--- src/rtl/ale_pkg.sv ---
// ----------------------------------------------------------------------------
// Array list engine package
// Field widths, action and status codes, and the control and status
// groups passed between the controller and the datapath.
// ----------------------------------------------------------------------------
package ale_pkg;

  localparam int ACT_W        = 3;
  localparam int IDX_W        = 6;
  localparam int DATA_W       = 32;
  localparam int STAT_W       = 2;
  localparam int COUNT_W      = 6;
  localparam int DEF_CAPACITY = 32;
  localparam int RESULT_LIMIT = 32;

  typedef enum logic [ACT_W-1:0] {
    ACT_PUSH   = 3'd0,
    ACT_POP    = 3'd1,
    ACT_INSERT = 3'd2,
    ACT_REMOVE = 3'd3,
    ACT_DUMP   = 3'd4
  } action_t;

  typedef enum logic [STAT_W-1:0] {
    ST_OK     = 2'd0,
    ST_FULL   = 2'd1,
    ST_EMPTY  = 2'd2,
    ST_BADIDX = 2'd3
  } status_t;

  typedef struct packed {
    logic load;
    logic eval;
    logic step;
    logic commit;
    logic dump;
    logic respond;
  } cmd_t;

  typedef struct packed {
    logic need_shift;
    logic need_dump;
    logic shift_done;
    logic dump_done;
    logic out_free;
  } stat_t;

endpackage

--- src/rtl/ale_if.sv ---
// ----------------------------------------------------------------------------
// Array list engine channels
// Request and result channels with valid/ready handshake and payload.
// ----------------------------------------------------------------------------
interface ale_in_if;
  import ale_pkg::*;

  logic                     valid;
  logic                     ready;
  logic [ACT_W-1:0]         action;
  logic [IDX_W-1:0]         index;
  logic signed [DATA_W-1:0] value;

  modport source (output valid, output action, output index, output value, input ready);
  modport sink   (input valid, input action, input index, input value, output ready);
endinterface

interface ale_out_if;
  import ale_pkg::*;

  logic                     valid;
  logic                     ready;
  logic [STAT_W-1:0]        status;
  logic signed [DATA_W-1:0] data;
  logic [COUNT_W-1:0]       count;
  logic                     last;

  modport source (output valid, output status, output data, output count, output last,
                  input ready);
  modport sink   (input valid, input status, input data, input count, input last,
                  output ready);
endinterface

--- src/rtl/array_list_engine.sv ---
// ----------------------------------------------------------------------------
// Array list engine
// Ordered list of signed 32-bit words with push, pop, insert, remove and
// dump, held in a fixed-capacity single-port-pair store.
//
// Requests arrive as beats on in_ch (action, index, value); results leave
// as beats on out_ch (status, data, count, last). One request is worked on
// at a time; in_ch.ready is high while the engine is idle, even when a
// result beat is still waiting in the output register.
// Push, pop, errors and unused actions: the request is latched, evaluated
// and committed, then one result beat is sent. Insert moves the elements
// from the index up and remove the elements above the index, one per cycle,
// between evaluation and commit. Dump reads one element per cycle while
// out_ch takes the beats, at most 32 beats, the final one with last set.
// A stalled out_ch holds the current beat and pauses the walk of a dump or
// the final beat of any other request until the beat is taken.
// Reset clears the count and the output valid flag; the store is not
// cleared, only entries below the count are ever read.
// ----------------------------------------------------------------------------
module array_list_engine #(
  parameter int CAPACITY = ale_pkg::DEF_CAPACITY
) (
  input  logic       clk,
  input  logic       rst_n,
  ale_in_if.sink     in_ch,
  ale_out_if.source  out_ch
);
  import ale_pkg::*;

  cmd_t  cmd;
  stat_t st;
  logic  in_ready;

  assign in_ch.ready = in_ready;

  ale_ctrl u_ctrl (
    .clk      (clk),
    .rst_n    (rst_n),
    .in_valid (in_ch.valid),
    .in_ready (in_ready),
    .st       (st),
    .cmd      (cmd)
  );

  ale_dpath #(
    .CAPACITY (CAPACITY)
  ) u_dpath (
    .clk       (clk),
    .rst_n     (rst_n),
    .in_action (in_ch.action),
    .in_index  (in_ch.index),
    .in_value  (in_ch.value),
    .cmd       (cmd),
    .st        (st),
    .out_ch    (out_ch)
  );

endmodule

--- src/rtl/ale_ctrl.sv ---
// ----------------------------------------------------------------------------
// Array list engine controller
// Sequences one request: latch, evaluate, then an optional shift walk, commit
// and result beat, or a dump walk.
// ----------------------------------------------------------------------------
module ale_ctrl (
  input  logic           clk,
  input  logic           rst_n,
  input  logic           in_valid,
  output logic           in_ready,
  input  ale_pkg::stat_t st,
  output ale_pkg::cmd_t  cmd
);
  import ale_pkg::*;

  typedef enum logic [2:0] {
    S_IDLE,
    S_EVAL,
    S_SHIFT,
    S_COMMIT,
    S_DUMP,
    S_RESP
  } state_t;

  state_t state_r;
  state_t state_nxt;

  always_comb begin
    state_nxt = state_r;
    cmd       = '0;
    in_ready  = 1'b0;
    unique case (state_r)
      S_IDLE: begin
        in_ready = 1'b1;
        if (in_valid) begin
          cmd.load  = 1'b1;
          state_nxt = S_EVAL;
        end
      end
      S_EVAL: begin
        cmd.eval = 1'b1;
        priority if (st.need_shift) begin
          state_nxt = S_SHIFT;
        end else if (st.need_dump) begin
          state_nxt = S_DUMP;
        end else begin
          state_nxt = S_COMMIT;
        end
      end
      S_SHIFT: begin
        cmd.step = 1'b1;
        if (st.shift_done) begin
          state_nxt = S_COMMIT;
        end
      end
      S_COMMIT: begin
        cmd.commit = 1'b1;
        state_nxt  = S_RESP;
      end
      S_DUMP: begin
        cmd.dump = 1'b1;
        if (st.dump_done) begin
          state_nxt = S_IDLE;
        end
      end
      S_RESP: begin
        cmd.respond = 1'b1;
        if (st.out_free) begin
          state_nxt = S_IDLE;
        end
      end
      default: begin
        state_nxt = S_IDLE;
      end
    endcase
  end

  always_ff @(posedge clk) begin
    if (!rst_n) begin
      state_r <= S_IDLE;
    end else begin
      state_r <= state_nxt;
    end
  end

endmodule

--- src/rtl/ale_dpath.sv ---
// ----------------------------------------------------------------------------
// Array list engine datapath
// Element store, count, request latch, shift and dump walk, and the
// result register.
// ----------------------------------------------------------------------------
module ale_dpath #(
  parameter int CAPACITY = ale_pkg::DEF_CAPACITY
) (
  input  logic                             clk,
  input  logic                             rst_n,
  input  logic [ale_pkg::ACT_W-1:0]        in_action,
  input  logic [ale_pkg::IDX_W-1:0]        in_index,
  input  logic signed [ale_pkg::DATA_W-1:0] in_value,
  input  ale_pkg::cmd_t                    cmd,
  output ale_pkg::stat_t                   st,
  ale_out_if.source                        out_ch
);
  import ale_pkg::*;

  localparam int ADDR_W = $clog2(CAPACITY);
  localparam int CNT_W  = $clog2(CAPACITY + 1);
  localparam int CMP_W  = (CNT_W > IDX_W) ? CNT_W : IDX_W;

  logic signed [DATA_W-1:0] mem [CAPACITY];

  logic [ACT_W-1:0]         act_r;
  logic [IDX_W-1:0]         idx_r;
  logic signed [DATA_W-1:0] val_r;
  logic [CNT_W-1:0]         cnt_r, cnt_nxt;
  logic [CNT_W-1:0]         rem_r, rem_nxt;
  logic [ADDR_W-1:0]        ptr_r, ptr_nxt;
  logic [ADDR_W-1:0]        raddr_q_r;
  logic signed [DATA_W-1:0] rd_data_r;
  logic                     mv_r, mv_nxt;
  logic                     dv_r, dv_nxt;
  status_t                  st_r;
  status_t                  status_c;

  logic                     out_valid_r, out_valid_nxt;
  status_t                  out_status_r;
  logic signed [DATA_W-1:0] out_data_r;
  logic [COUNT_W-1:0]       out_count_r;
  logic                     out_last_r;

  logic                     rd_en;
  logic [ADDR_W-1:0]        rd_addr;
  logic                     wr_en;
  logic [ADDR_W-1:0]        wr_addr;
  logic signed [DATA_W-1:0] wr_data;
  logic                     can_load;
  logic                     load_out;
  status_t                  load_status;
  logic signed [DATA_W-1:0] load_data;
  logic                     load_last;
  logic                     is_ins;
  logic                     full_c;
  logic                     empty_c;
  logic [CMP_W-1:0]         idx_e;
  logic [CMP_W-1:0]         cnt_e;

  assign idx_e    = CMP_W'(idx_r);
  assign cnt_e    = CMP_W'(cnt_r);
  assign full_c   = (cnt_r == CNT_W'(CAPACITY));
  assign empty_c  = (cnt_r == '0);
  assign is_ins   = (act_r == ACT_INSERT);
  assign can_load = !out_valid_r || out_ch.ready;

  always_comb begin
    status_c = ST_OK;
    case (act_r)
      ACT_PUSH: begin
        if (full_c) status_c = ST_FULL;
      end
      ACT_POP: begin
        if (empty_c) status_c = ST_EMPTY;
      end
      ACT_INSERT: begin
        priority if (full_c) begin
          status_c = ST_FULL;
        end else if (idx_e > cnt_e) begin
          status_c = ST_BADIDX;
        end
      end
      ACT_REMOVE: begin
        priority if (empty_c) begin
          status_c = ST_EMPTY;
        end else if (idx_e >= cnt_e) begin
          status_c = ST_BADIDX;
        end
      end
      ACT_DUMP: begin
        if (empty_c) status_c = ST_EMPTY;
      end
      default: begin
        status_c = ST_OK;
      end
    endcase
  end

  always_comb begin
    st.need_shift = (status_c == ST_OK) && ((act_r == ACT_INSERT) || (act_r == ACT_REMOVE));
    st.need_dump  = (act_r == ACT_DUMP) && !empty_c;
    st.shift_done = (rem_r == '0) && !mv_r;
    st.dump_done  = dv_r && can_load && (rem_r == '0);
    st.out_free   = can_load;
  end

  always_comb begin
    cnt_nxt     = cnt_r;
    rem_nxt     = rem_r;
    ptr_nxt     = ptr_r;
    mv_nxt      = mv_r;
    dv_nxt      = dv_r;
    rd_en       = 1'b0;
    rd_addr     = ptr_r;
    wr_en       = 1'b0;
    wr_addr     = ptr_r;
    wr_data     = rd_data_r;
    load_out    = 1'b0;
    load_status = st_r;
    load_data   = '0;
    load_last   = 1'b1;

    if (cmd.eval) begin
      mv_nxt = 1'b0;
      dv_nxt = 1'b0;
      if (is_ins) begin
        rem_nxt = cnt_r - CNT_W'(idx_r);
        ptr_nxt = ADDR_W'(cnt_r - CNT_W'(1));
      end else if (act_r == ACT_REMOVE) begin
        rem_nxt = cnt_r - CNT_W'(idx_r) - CNT_W'(1);
        ptr_nxt = ADDR_W'(idx_r + IDX_W'(1));
      end else begin
        rem_nxt = (int'(cnt_r) > RESULT_LIMIT) ? CNT_W'(RESULT_LIMIT) : cnt_r;
        ptr_nxt = '0;
      end
    end

    if (cmd.step) begin
      mv_nxt = 1'b0;
      if (rem_r != '0) begin
        rd_en   = 1'b1;
        ptr_nxt = is_ins ? ptr_r - ADDR_W'(1) : ptr_r + ADDR_W'(1);
        rem_nxt = rem_r - CNT_W'(1);
        mv_nxt  = 1'b1;
      end
      if (mv_r) begin
        wr_en   = 1'b1;
        wr_addr = is_ins ? raddr_q_r + ADDR_W'(1) : raddr_q_r - ADDR_W'(1);
        wr_data = rd_data_r;
      end
    end

    if (cmd.commit && (st_r == ST_OK)) begin
      case (act_r)
        ACT_PUSH: begin
          wr_en   = 1'b1;
          wr_addr = ADDR_W'(cnt_r);
          wr_data = val_r;
          cnt_nxt = cnt_r + CNT_W'(1);
        end
        ACT_POP: begin
          cnt_nxt = cnt_r - CNT_W'(1);
        end
        ACT_INSERT: begin
          wr_en   = 1'b1;
          wr_addr = ADDR_W'(idx_r);
          wr_data = val_r;
          cnt_nxt = cnt_r + CNT_W'(1);
        end
        ACT_REMOVE: begin
          cnt_nxt = cnt_r - CNT_W'(1);
        end
        default: begin
          cnt_nxt = cnt_r;
        end
      endcase
    end

    if (cmd.dump) begin
      if (dv_r && can_load) begin
        load_out    = 1'b1;
        load_status = ST_OK;
        load_data   = rd_data_r;
        load_last   = (rem_r == '0);
        dv_nxt      = 1'b0;
      end
      if ((rem_r != '0) && (!dv_r || can_load)) begin
        rd_en   = 1'b1;
        ptr_nxt = ptr_r + ADDR_W'(1);
        rem_nxt = rem_r - CNT_W'(1);
        dv_nxt  = 1'b1;
      end
    end

    if (cmd.respond && can_load) begin
      load_out    = 1'b1;
      load_status = st_r;
      load_data   = '0;
      load_last   = 1'b1;
    end

    out_valid_nxt = load_out ? 1'b1 : (out_ch.ready ? 1'b0 : out_valid_r);
  end

  always_ff @(posedge clk) begin
    if (wr_en) begin
      mem[wr_addr] <= wr_data;
    end
    if (rd_en) begin
      rd_data_r <= mem[rd_addr];
      raddr_q_r <= rd_addr;
    end
  end

  always_ff @(posedge clk) begin
    if (!rst_n) begin
      cnt_r       <= '0;
      rem_r       <= '0;
      mv_r        <= 1'b0;
      dv_r        <= 1'b0;
      out_valid_r <= 1'b0;
    end else begin
      cnt_r       <= cnt_nxt;
      rem_r       <= rem_nxt;
      mv_r        <= mv_nxt;
      dv_r        <= dv_nxt;
      out_valid_r <= out_valid_nxt;
    end
  end

  always_ff @(posedge clk) begin
    ptr_r <= ptr_nxt;
    if (cmd.load) begin
      act_r <= in_action;
      idx_r <= in_index;
      val_r <= in_value;
    end
    if (cmd.eval) begin
      st_r <= status_c;
    end
    if (load_out) begin
      out_status_r <= load_status;
      out_data_r   <= load_data;
      out_count_r  <= COUNT_W'(cnt_r);
      out_last_r   <= load_last;
    end
  end

  assign out_ch.valid  = out_valid_r;
  assign out_ch.status = out_status_r;
  assign out_ch.data   = out_data_r;
  assign out_ch.count  = out_count_r;
  assign out_ch.last   = out_last_r;

endmodule

--- src/flat_wrapper.sv ---
// flat-port wrapper written by rule: the top's interface ports become plain ports
module array_list_engine_flat import ale_pkg::*;
#(
  parameter int CAPACITY = ale_pkg::DEF_CAPACITY
)
  (clk, rst_n, in_ch_valid, in_ch_action, in_ch_index, in_ch_value, in_ch_ready, out_ch_valid, out_ch_status, out_ch_data, out_ch_count, out_ch_last, out_ch_ready);
  ale_in_if in_ch_i ();
  ale_out_if out_ch_i ();
  input  logic clk;
  input  logic rst_n;
  input wire logic [$bits(in_ch_i.valid)-1:0] in_ch_valid;
  input wire logic [$bits(in_ch_i.action)-1:0] in_ch_action;
  input wire logic [$bits(in_ch_i.index)-1:0] in_ch_index;
  input wire logic [$bits(in_ch_i.value)-1:0] in_ch_value;
  output wire logic [$bits(in_ch_i.ready)-1:0] in_ch_ready;
  output wire logic [$bits(out_ch_i.valid)-1:0] out_ch_valid;
  output wire logic [$bits(out_ch_i.status)-1:0] out_ch_status;
  output wire logic [$bits(out_ch_i.data)-1:0] out_ch_data;
  output wire logic [$bits(out_ch_i.count)-1:0] out_ch_count;
  output wire logic [$bits(out_ch_i.last)-1:0] out_ch_last;
  input wire logic [$bits(out_ch_i.ready)-1:0] out_ch_ready;
  assign in_ch_i.valid = in_ch_valid;
  assign in_ch_i.action = in_ch_action;
  assign in_ch_i.index = in_ch_index;
  assign in_ch_i.value = in_ch_value;
  assign in_ch_ready = in_ch_i.ready;
  assign out_ch_valid = out_ch_i.valid;
  assign out_ch_status = out_ch_i.status;
  assign out_ch_data = out_ch_i.data;
  assign out_ch_count = out_ch_i.count;
  assign out_ch_last = out_ch_i.last;
  assign out_ch_i.ready = out_ch_ready;
  array_list_engine #(.CAPACITY(CAPACITY)) u_core (.clk(clk), .rst_n(rst_n), .in_ch(in_ch_i), .out_ch(out_ch_i));
endmodule
--- config.mk ---
export PLATFORM = sky130hd
export DESIGN_NAME = array_list_engine_flat
export DESIGN_NICKNAME = d
export VERILOG_FILES = /design/src/rtl/ale_pkg.sv /design/src/rtl/ale_if.sv /design/src/rtl/array_list_engine.sv /design/src/rtl/ale_ctrl.sv /design/src/rtl/ale_dpath.sv /design/src/flat_wrapper.sv
export SDC_FILE = /design/constraint.sdc
export NUM_CORES = 1
export LEC_CHECK = 0
export ABC_CLOCK_PERIOD_IN_PS = 6300
export BUFFER_PORTS_ARGS = -buffer_cell sky130_fd_sc_hd__buf_2
export CAP_MARGIN = 20
export CORE_MARGIN = 10
export CORE_UTILIZATION = 62
export DETAILED_ROUTE_END_ITERATION = 6
export GPL_TIMING_DRIVEN = 0
export PLACE_DENSITY = 0.82
export SETUP_SLACK_MARGIN = 0.4
export SLEW_MARGIN = 40
export SYNTH_ARGS = -nofsm -noshare
export SYNTH_HDL_FRONTEND = slang
export SYNTH_SLANG_ARGS = --single-unit
--- constraint.sdc ---
create_clock -name clk -period 6.3 [get_ports clk]
set_clock_uncertainty 0.15 [all_clocks]
set_input_delay 1.89 -clock clk [delete_from_list [all_inputs] [get_ports clk]]
set_output_delay 1.89 -clock clk [all_outputs]
set_load 0.05 [all_outputs]
======== After elaboration in Yosys (flattened, before gate mapping) ========
Memory sizes are Yosys's and may differ from the RTL's. A register that Yosys moved wholly into a read port is not among the register bits.
Index checks and enable logic that the tools add are counted.
storage, ports and cells
  memory bits (read-only) ................. 0
  memories kept ........................... 1
  word-level logic and storage cells ...... 147
  output and inout bits ................... 43
  input bits .............................. 45
  bits in latches ......................... 0
  RAM bits ................................ 1024
  bits in registers ....................... 112
operators by class
  equal/unequal tests ..................... 14
  $lt $le $gt $ge ......................... 3
  div/mod/pow operators ................... 0
  multiplexer cells ....................... 70
  add/sub/neg operators ................... 10
  bitwise operators ....................... 2
  multiply operators ...................... 0
  shift-type cells ........................ 0
  reductions and logical operators ........ 31
memories
  name                depth  width  read ports  clocked after Yosys merged registers in  write ports  line             text
  u_core.u_dpath.mem  32     32     1           1                                        1            ale_dpath.sv:24  logic signed [DATA_W-1:0] mem [CAPACITY];
operators with widths
  operator             count
  $mux 32              2
  $mux 5               12
  $mux 6               8
  $mux 1               30
  $mux 3               6
  $pmux 3 s6           1
  $sub 6x1->6 const B  3
  $mux 2               8
  $add 5x1->5 const B  3
  $eq 3x2->1 const B   4
  $logic_not 6->1      2
  $pmux 6 s2           1
  $pmux 5 s2           1
  $sub 5x1->5 const B  2
  $eq 3x3->1 const B   3
  $logic_and 1x1->1    8
  $pmux 2 s4           1
  $add 6x1->6 const B  1
  $eq 3x1->1 const B   2
  $eq 6x6->1 const B   1
  $ge 6x6->1           1
  $gt 6x6->1           1
  $gt 6x6->1 const B   1
  $logic_not 3->1      2
  13 further kinds     26

======== Longest topological paths before layout ========
  word-level depth ........................ 9
  gate-level depth with buffers ........... 11
  depth with buffers taken out ............ 11

======== Cells and area by module ========
From an unflattened synthesis, not the netlist that was laid out.
unflattened totals
  cell total of the unflattened synthesis .. 2196
  area, all modules ....................... 45935.3 µm²
by module, submodules not included
  module     area an instance (µm²)  times used  cells an instance  seq. area each (µm²)
  ale_dpath  45693.8                 1           2166               34783.4
  ale_ctrl   241.5                   1           30                 60.1

======== Worst setup path before layout ========
No wires, ideal clock.
  kind .................................... in2reg
  from .................................... input out_ch_ready
  to ...................................... register u_core.u_dpath.out_count_r[0] (netlist: u_core.u_dpath.out_ch.count[0]), enable pin
  library setup time ...................... 493 ps
  setup slack ............................. 775 ps
  buffers on the path ..................... 0
  required time ........................... 5657 ps
  arrival ................................. 4882 ps
  stages .................................. 2
  cells stage by stage .................... nor2b_1 -> nor3_1
between the ends
  longest elaborated chain between the ends .. 5
  elaborated cells between the ends (all ways) .. 6
  classes of those cells .................. 3 x mux; 3 x reduce/logical
ends and longest elaborated chain
  element                      line                text
  start, declared              flat_wrapper.sv:21  input wire logic [$bits(out_ch_i.ready)-1:0] out_ch_ready;
  $logic_or 1x1->1 *           ale_dpath.sv:66     assign can_load = !out_valid_r || out_ch.ready;
  $logic_and 1x1->1            ale_dpath.sv:181    if (dv_r && can_load) begin
  $mux 1                       ale_dpath.sv:181
  $mux 1                       ale_dpath.sv:180    if (cmd.dump) begin
  $mux 1 *                     ale_dpath.sv:196    if (cmd.respond && can_load) begin
  via u_core.u_dpath.load_out  ale_dpath.sv:51     logic load_out;
  end signal, assigned         ale_dpath.sv:245    out_count_r <= COUNT_W'(cnt_r);
  end, declared                ale_dpath.sv:42     logic [COUNT_W-1:0] out_count_r;
The timed path passes the listed nets; every way through them passes the cells marked *.
A chain may end at the register's enable or synchronous reset.

======== Worst setup path in the final report ========
  from .................................... register u_core.u_dpath.act_r[0]
  to ...................................... memory u_core.u_dpath.mem[11][16], enable pin
between the ends
  longest elaborated chain between the ends .. 6
  elaborated cells between the ends (all ways) .. 12
  classes of those cells .................. 1 x eq/ne; 9 x mux; 2 x reduce/logical
ends and longest elaborated chain
  element                                        line                                text
  start, declared                                ale_dpath.sv:26                     logic [ACT_W-1:0] act_r;
  start signal, assigned                         ale_dpath.sv:235                    act_r <= in_action;
  $eq 3x2->1 or $logic_not 3->1 (tied branches)  ale_dpath.sv:65, ale_dpath.sv:155
  $mux 5 or $reduce_or 2->1 (tied branches)      n/a
  $mux 5 or $mux 1 (tied branches)               ale_dpath.sv:147, ale_dpath.sv:155
  $mux 5 or $mux 1 (tied branches)               ale_dpath.sv:139, ale_dpath.sv:154
  $pmux 5 s2 or $mux 1 (tied branches)           ale_dpath.sv:155, ale_dpath.sv:207
  $mux 5 or $mux 1 (tied branches)               ale_dpath.sv:154, ale_dpath.sv:208
  end, declared                                  ale_dpath.sv:24
Parallel ways exist; a longest one is shown, timed or not.

==> results.cfg <==
[floorplanning]
fp.coreArea_um2 = 73000
die_y_um = 291
die-area_um2 = 84900
pin_count = 88
row_count = 99
initial_core_util = 0.626
die_x_um = 291

[clock_tree]
h-tree-depth = 3
cts.path.max_buffers = 3
clock-sinks = 1168
clkTransAtPathRegs_ns = 0.06
cts-root-buf = clkbuf_16
post_cts.repair.setup_buffers = 0
cts-resized-gates = 0
cts_made_buffers = 108
ctsHoldBuffers = 0
cts_tree = yes
clk_latency_ns = 0.69

[yosys]
synthSimpleGateAreaFrac = 0.0252
synth-adder-area-share = 0.00553
synth_edf_count = 1145
yosys.cell_types.count = 72
seq_area_frac_synth = 0.763
synthCells = 2039
ys_ff_latch = 1168
async_flop_share = 0
synth_top_family_by_area = multiplexers
synth_area_per_cell_um2 = 22.4
synth_xor_xnor_area_share = 0.00403
muxShareOfSynthArea = 0.175
ys_warn_count = 0
syn-num-nets = 2103
ys.flop_type = edfxtp_1
syn-cell-area_um2 = 45700
synth_compound_area_frac = 0.0159

[layout]
multi_input_area_um2 = 10500
final_layout_size_suffix_gt1_frac = 0.385
fin_cells = 3509
fillerInstances = 3813
ff_latch_area_um2 = 34800
final_common_cell = edfxtp_1
nets = 2528
n_antenna_cell = 0
fin_area_um2 = 52500
syn_to_final_growth_pct = 14.9
most-common-layout-cells = edfxtp_1 (1145), mux4_2 (320), buf_2 (224)

[place]
dp_hpwl_mm = 78.8
dpl.cell_count = 3313
dpl-instance-area_um2 = 49000
port_buffers = 87
place_congestion = 0.860

[global_route]
first_global_vias = 25586
groute.usage.overall = 0.304
grt.busiest_layer = met2
use_met3 = 0.0699
use_met2 = 0.501
grt_max_degree = 44
grt_pass1_wl_mm = 186
antenna_found_initial = 2
grtUsageMet1 = 0.381
gr-total-overflow = 0

[sta]
finalCriticalPeriod_ns = 5.44
timing.fmax_mhz = 184
hold_violations = 0
relSlewSlack = 0.389
period_share = 0.864
worst_pin_slew_ns = 0.917
finalSetupTns_ns = 0
report.final.slew_viol_count = 0
rsz0062_at_grt = no
setup_viol = 0

[worst_setup_path]
crit_type = reg -> reg
required_ns = 6.53
crit_path_start_kind = register
arrival_ns = 5.67
critical_path_peak_fanout = 10
end_kind = register

[routing]
wl_per_cell_um = 37.1
viasPerCell = 7.21
dr.pass1.iters = 6
drt_wl_total_mm = 130
drt_iter0_markers = 4244
drc = 0
ant_nets = 0
vias = 25314

[power_and_ir_drop]
p_int_w = 0.0148
vdd_drop_max_v = 0.000249
power.leakage_nw = 17.1
p_switching_w = 0.00592
power_per_cell_area_nw_per_um2 = 394
combinationalPowerShare = 0.233
netSwitchingFraction = 0.286
p_seq_frac = 0.447
pwr-share-clk = 0.320

[status]
status = complete, no violations

[run]
maxCapViolCount = 0

[hold_path]
hp-class = reg -> reg
critical path, cell delays in order, from the launching register on:
cell       delay [ns]
edfxtp_1         0.36
clkbuf_1         0.26
nor3b_4          0.56
inv_1            0.34
ha_1             0.36
a21o_1           0.20
a2111oi_0        0.43
a221oi_1         0.13
o21ai_0          0.31
nand2_1          0.34
nor3_2           0.64
buf_4            0.29
buf_2            0.25
buf_2            0.28
buf_4            0.23
cell usage after synthesis (17+ instances only):
| cell | n | area share |
|---|---|---|
| edfxtp_1 | 1145 | 0.75 |
| mux4_2 | 320 | 0.16 |
| mux2_2 | 65 | 0.016 |
| clkbuf_1 | 62 | 0.0051 |
| nor3_1 | 49 | 0.0054 |
| and2_1 | 39 | 0.0053 |
| nand2_1 | 33 | 0.0027 |
| buf_2 | 32 | 0.0035 |
| dfxtp_1 | 23 | 0.010 |
| inv_1 | 23 | 0.0019 |
| nor2_1 | 23 | 0.0019 |
| o21ai_0 | 22 | 0.0024 |
| ha_1 | 17 | 0.0047 |
flip-flops by register name, indices dropped and copies added, names as in the netlist:
register,flops
u_core.u_dpath.val_r,32
u_core.u_dpath.out_ch.status,2
u_core.u_dpath.rd_data_r,32
u_core.u_dpath.out_ch.last,1
u_core.u_ctrl.state_r,3
u_core.u_dpath.dv_r,1
u_core.u_dpath.st_r,2
u_core.u_dpath.raddr_q_r,5
u_core.u_dpath.ptr_r,5
u_core.u_dpath.out_ch.data,32
u_core.u_dpath.out_ch.count,6
u_core.u_dpath.cnt_e,6
u_core.u_dpath.rem_r,6
u_core.u_dpath.act_r,3
u_core.u_dpath.out_ch.valid,1
u_core.u_dpath.mv_r,1
u_core.u_dpath.mem,1024
u_core.u_dpath.idx_e,6
path summary, 6_finish.rpt:
kind,start,end,slack [ns],depth (start not counted)
hold reg to reg,u_core.u_dpath.ptr_r[2]$_DFF_P_,u_core.u_dpath.raddr_q_r[2]$_DFFE_PP_,0.30,0
hold / removal,u_core.u_dpath.ptr_r[2]$_DFF_P_,u_core.u_dpath.raddr_q_r[2]$_DFFE_PP_,0.30,0
setup / recovery,u_core.u_dpath.act_r[0]$_DFFE_PP_,u_core.u_dpath.mem[11][16]$_DFFE_PP_,0.86,14
setup reg to reg,u_core.u_dpath.act_r[0]$_DFFE_PP_,u_core.u_dpath.mem[11][16]$_DFFE_PP_,0.86,14
final cells by class:
cell class                      count  share of cell area
Sequential cell                  1168               0.664
Multi-Input combinational cell    743               0.200
Clock buffer                      125              0.0535
Timing Repair Buffer              315              0.0361
Tap cell                          959              0.0229
Clock inverter                     71              0.0128
Buffer                            103             0.00939
Inverter                           25             0.00184
per-stage QoR:
stage	util	total power, W	hold WS, ns	worst slack (ns)
after floorplan	-	0.0125	0.256	0.775
final	0.719	0.0207	0.301	0.855
after CTS	0.719	0.0206	0.294	1.06
after global routing	0.719	0.0211	0.304	0.677
after detailed placement	0.672	0.0140	0.271	1.18
after global placement	0.649	0.0137	0.267	-2.64
cells by family after synthesis:
group,count (synthesis)
adders and majority gates,19
muxes,390
DFF,1168
AOI/OAI and AO/OA,103
and+or+nand+nor,210
buffers and inverters,128
xor gates and xnor gates,21
power by group through the flow:
| stage | Combinational [W] | Sequential, W | Clock [W] |
|---|---|---|---|
| after floorplan | 0.00312 | 0.00940 | 0 |
| after global placement | 0.00433 | 0.00940 | 0 |
| after detailed placement | 0.00460 | 0.00939 | 0 |
| after CTS | 0.00475 | 0.00924 | 0.00661 |
| after global routing | 0.00500 | 0.00925 | 0.00688 |
| final | 0.00482 | 0.00924 | 0.00662 |
per-layer routing:
layer,share of wire,up-vias
met5,0.00017,-
met4,0.054,4
met3,0.12,464
met2,0.50,2505
met1,0.32,12885
li1,-,9456
Power figures use the tool's default switching activity.
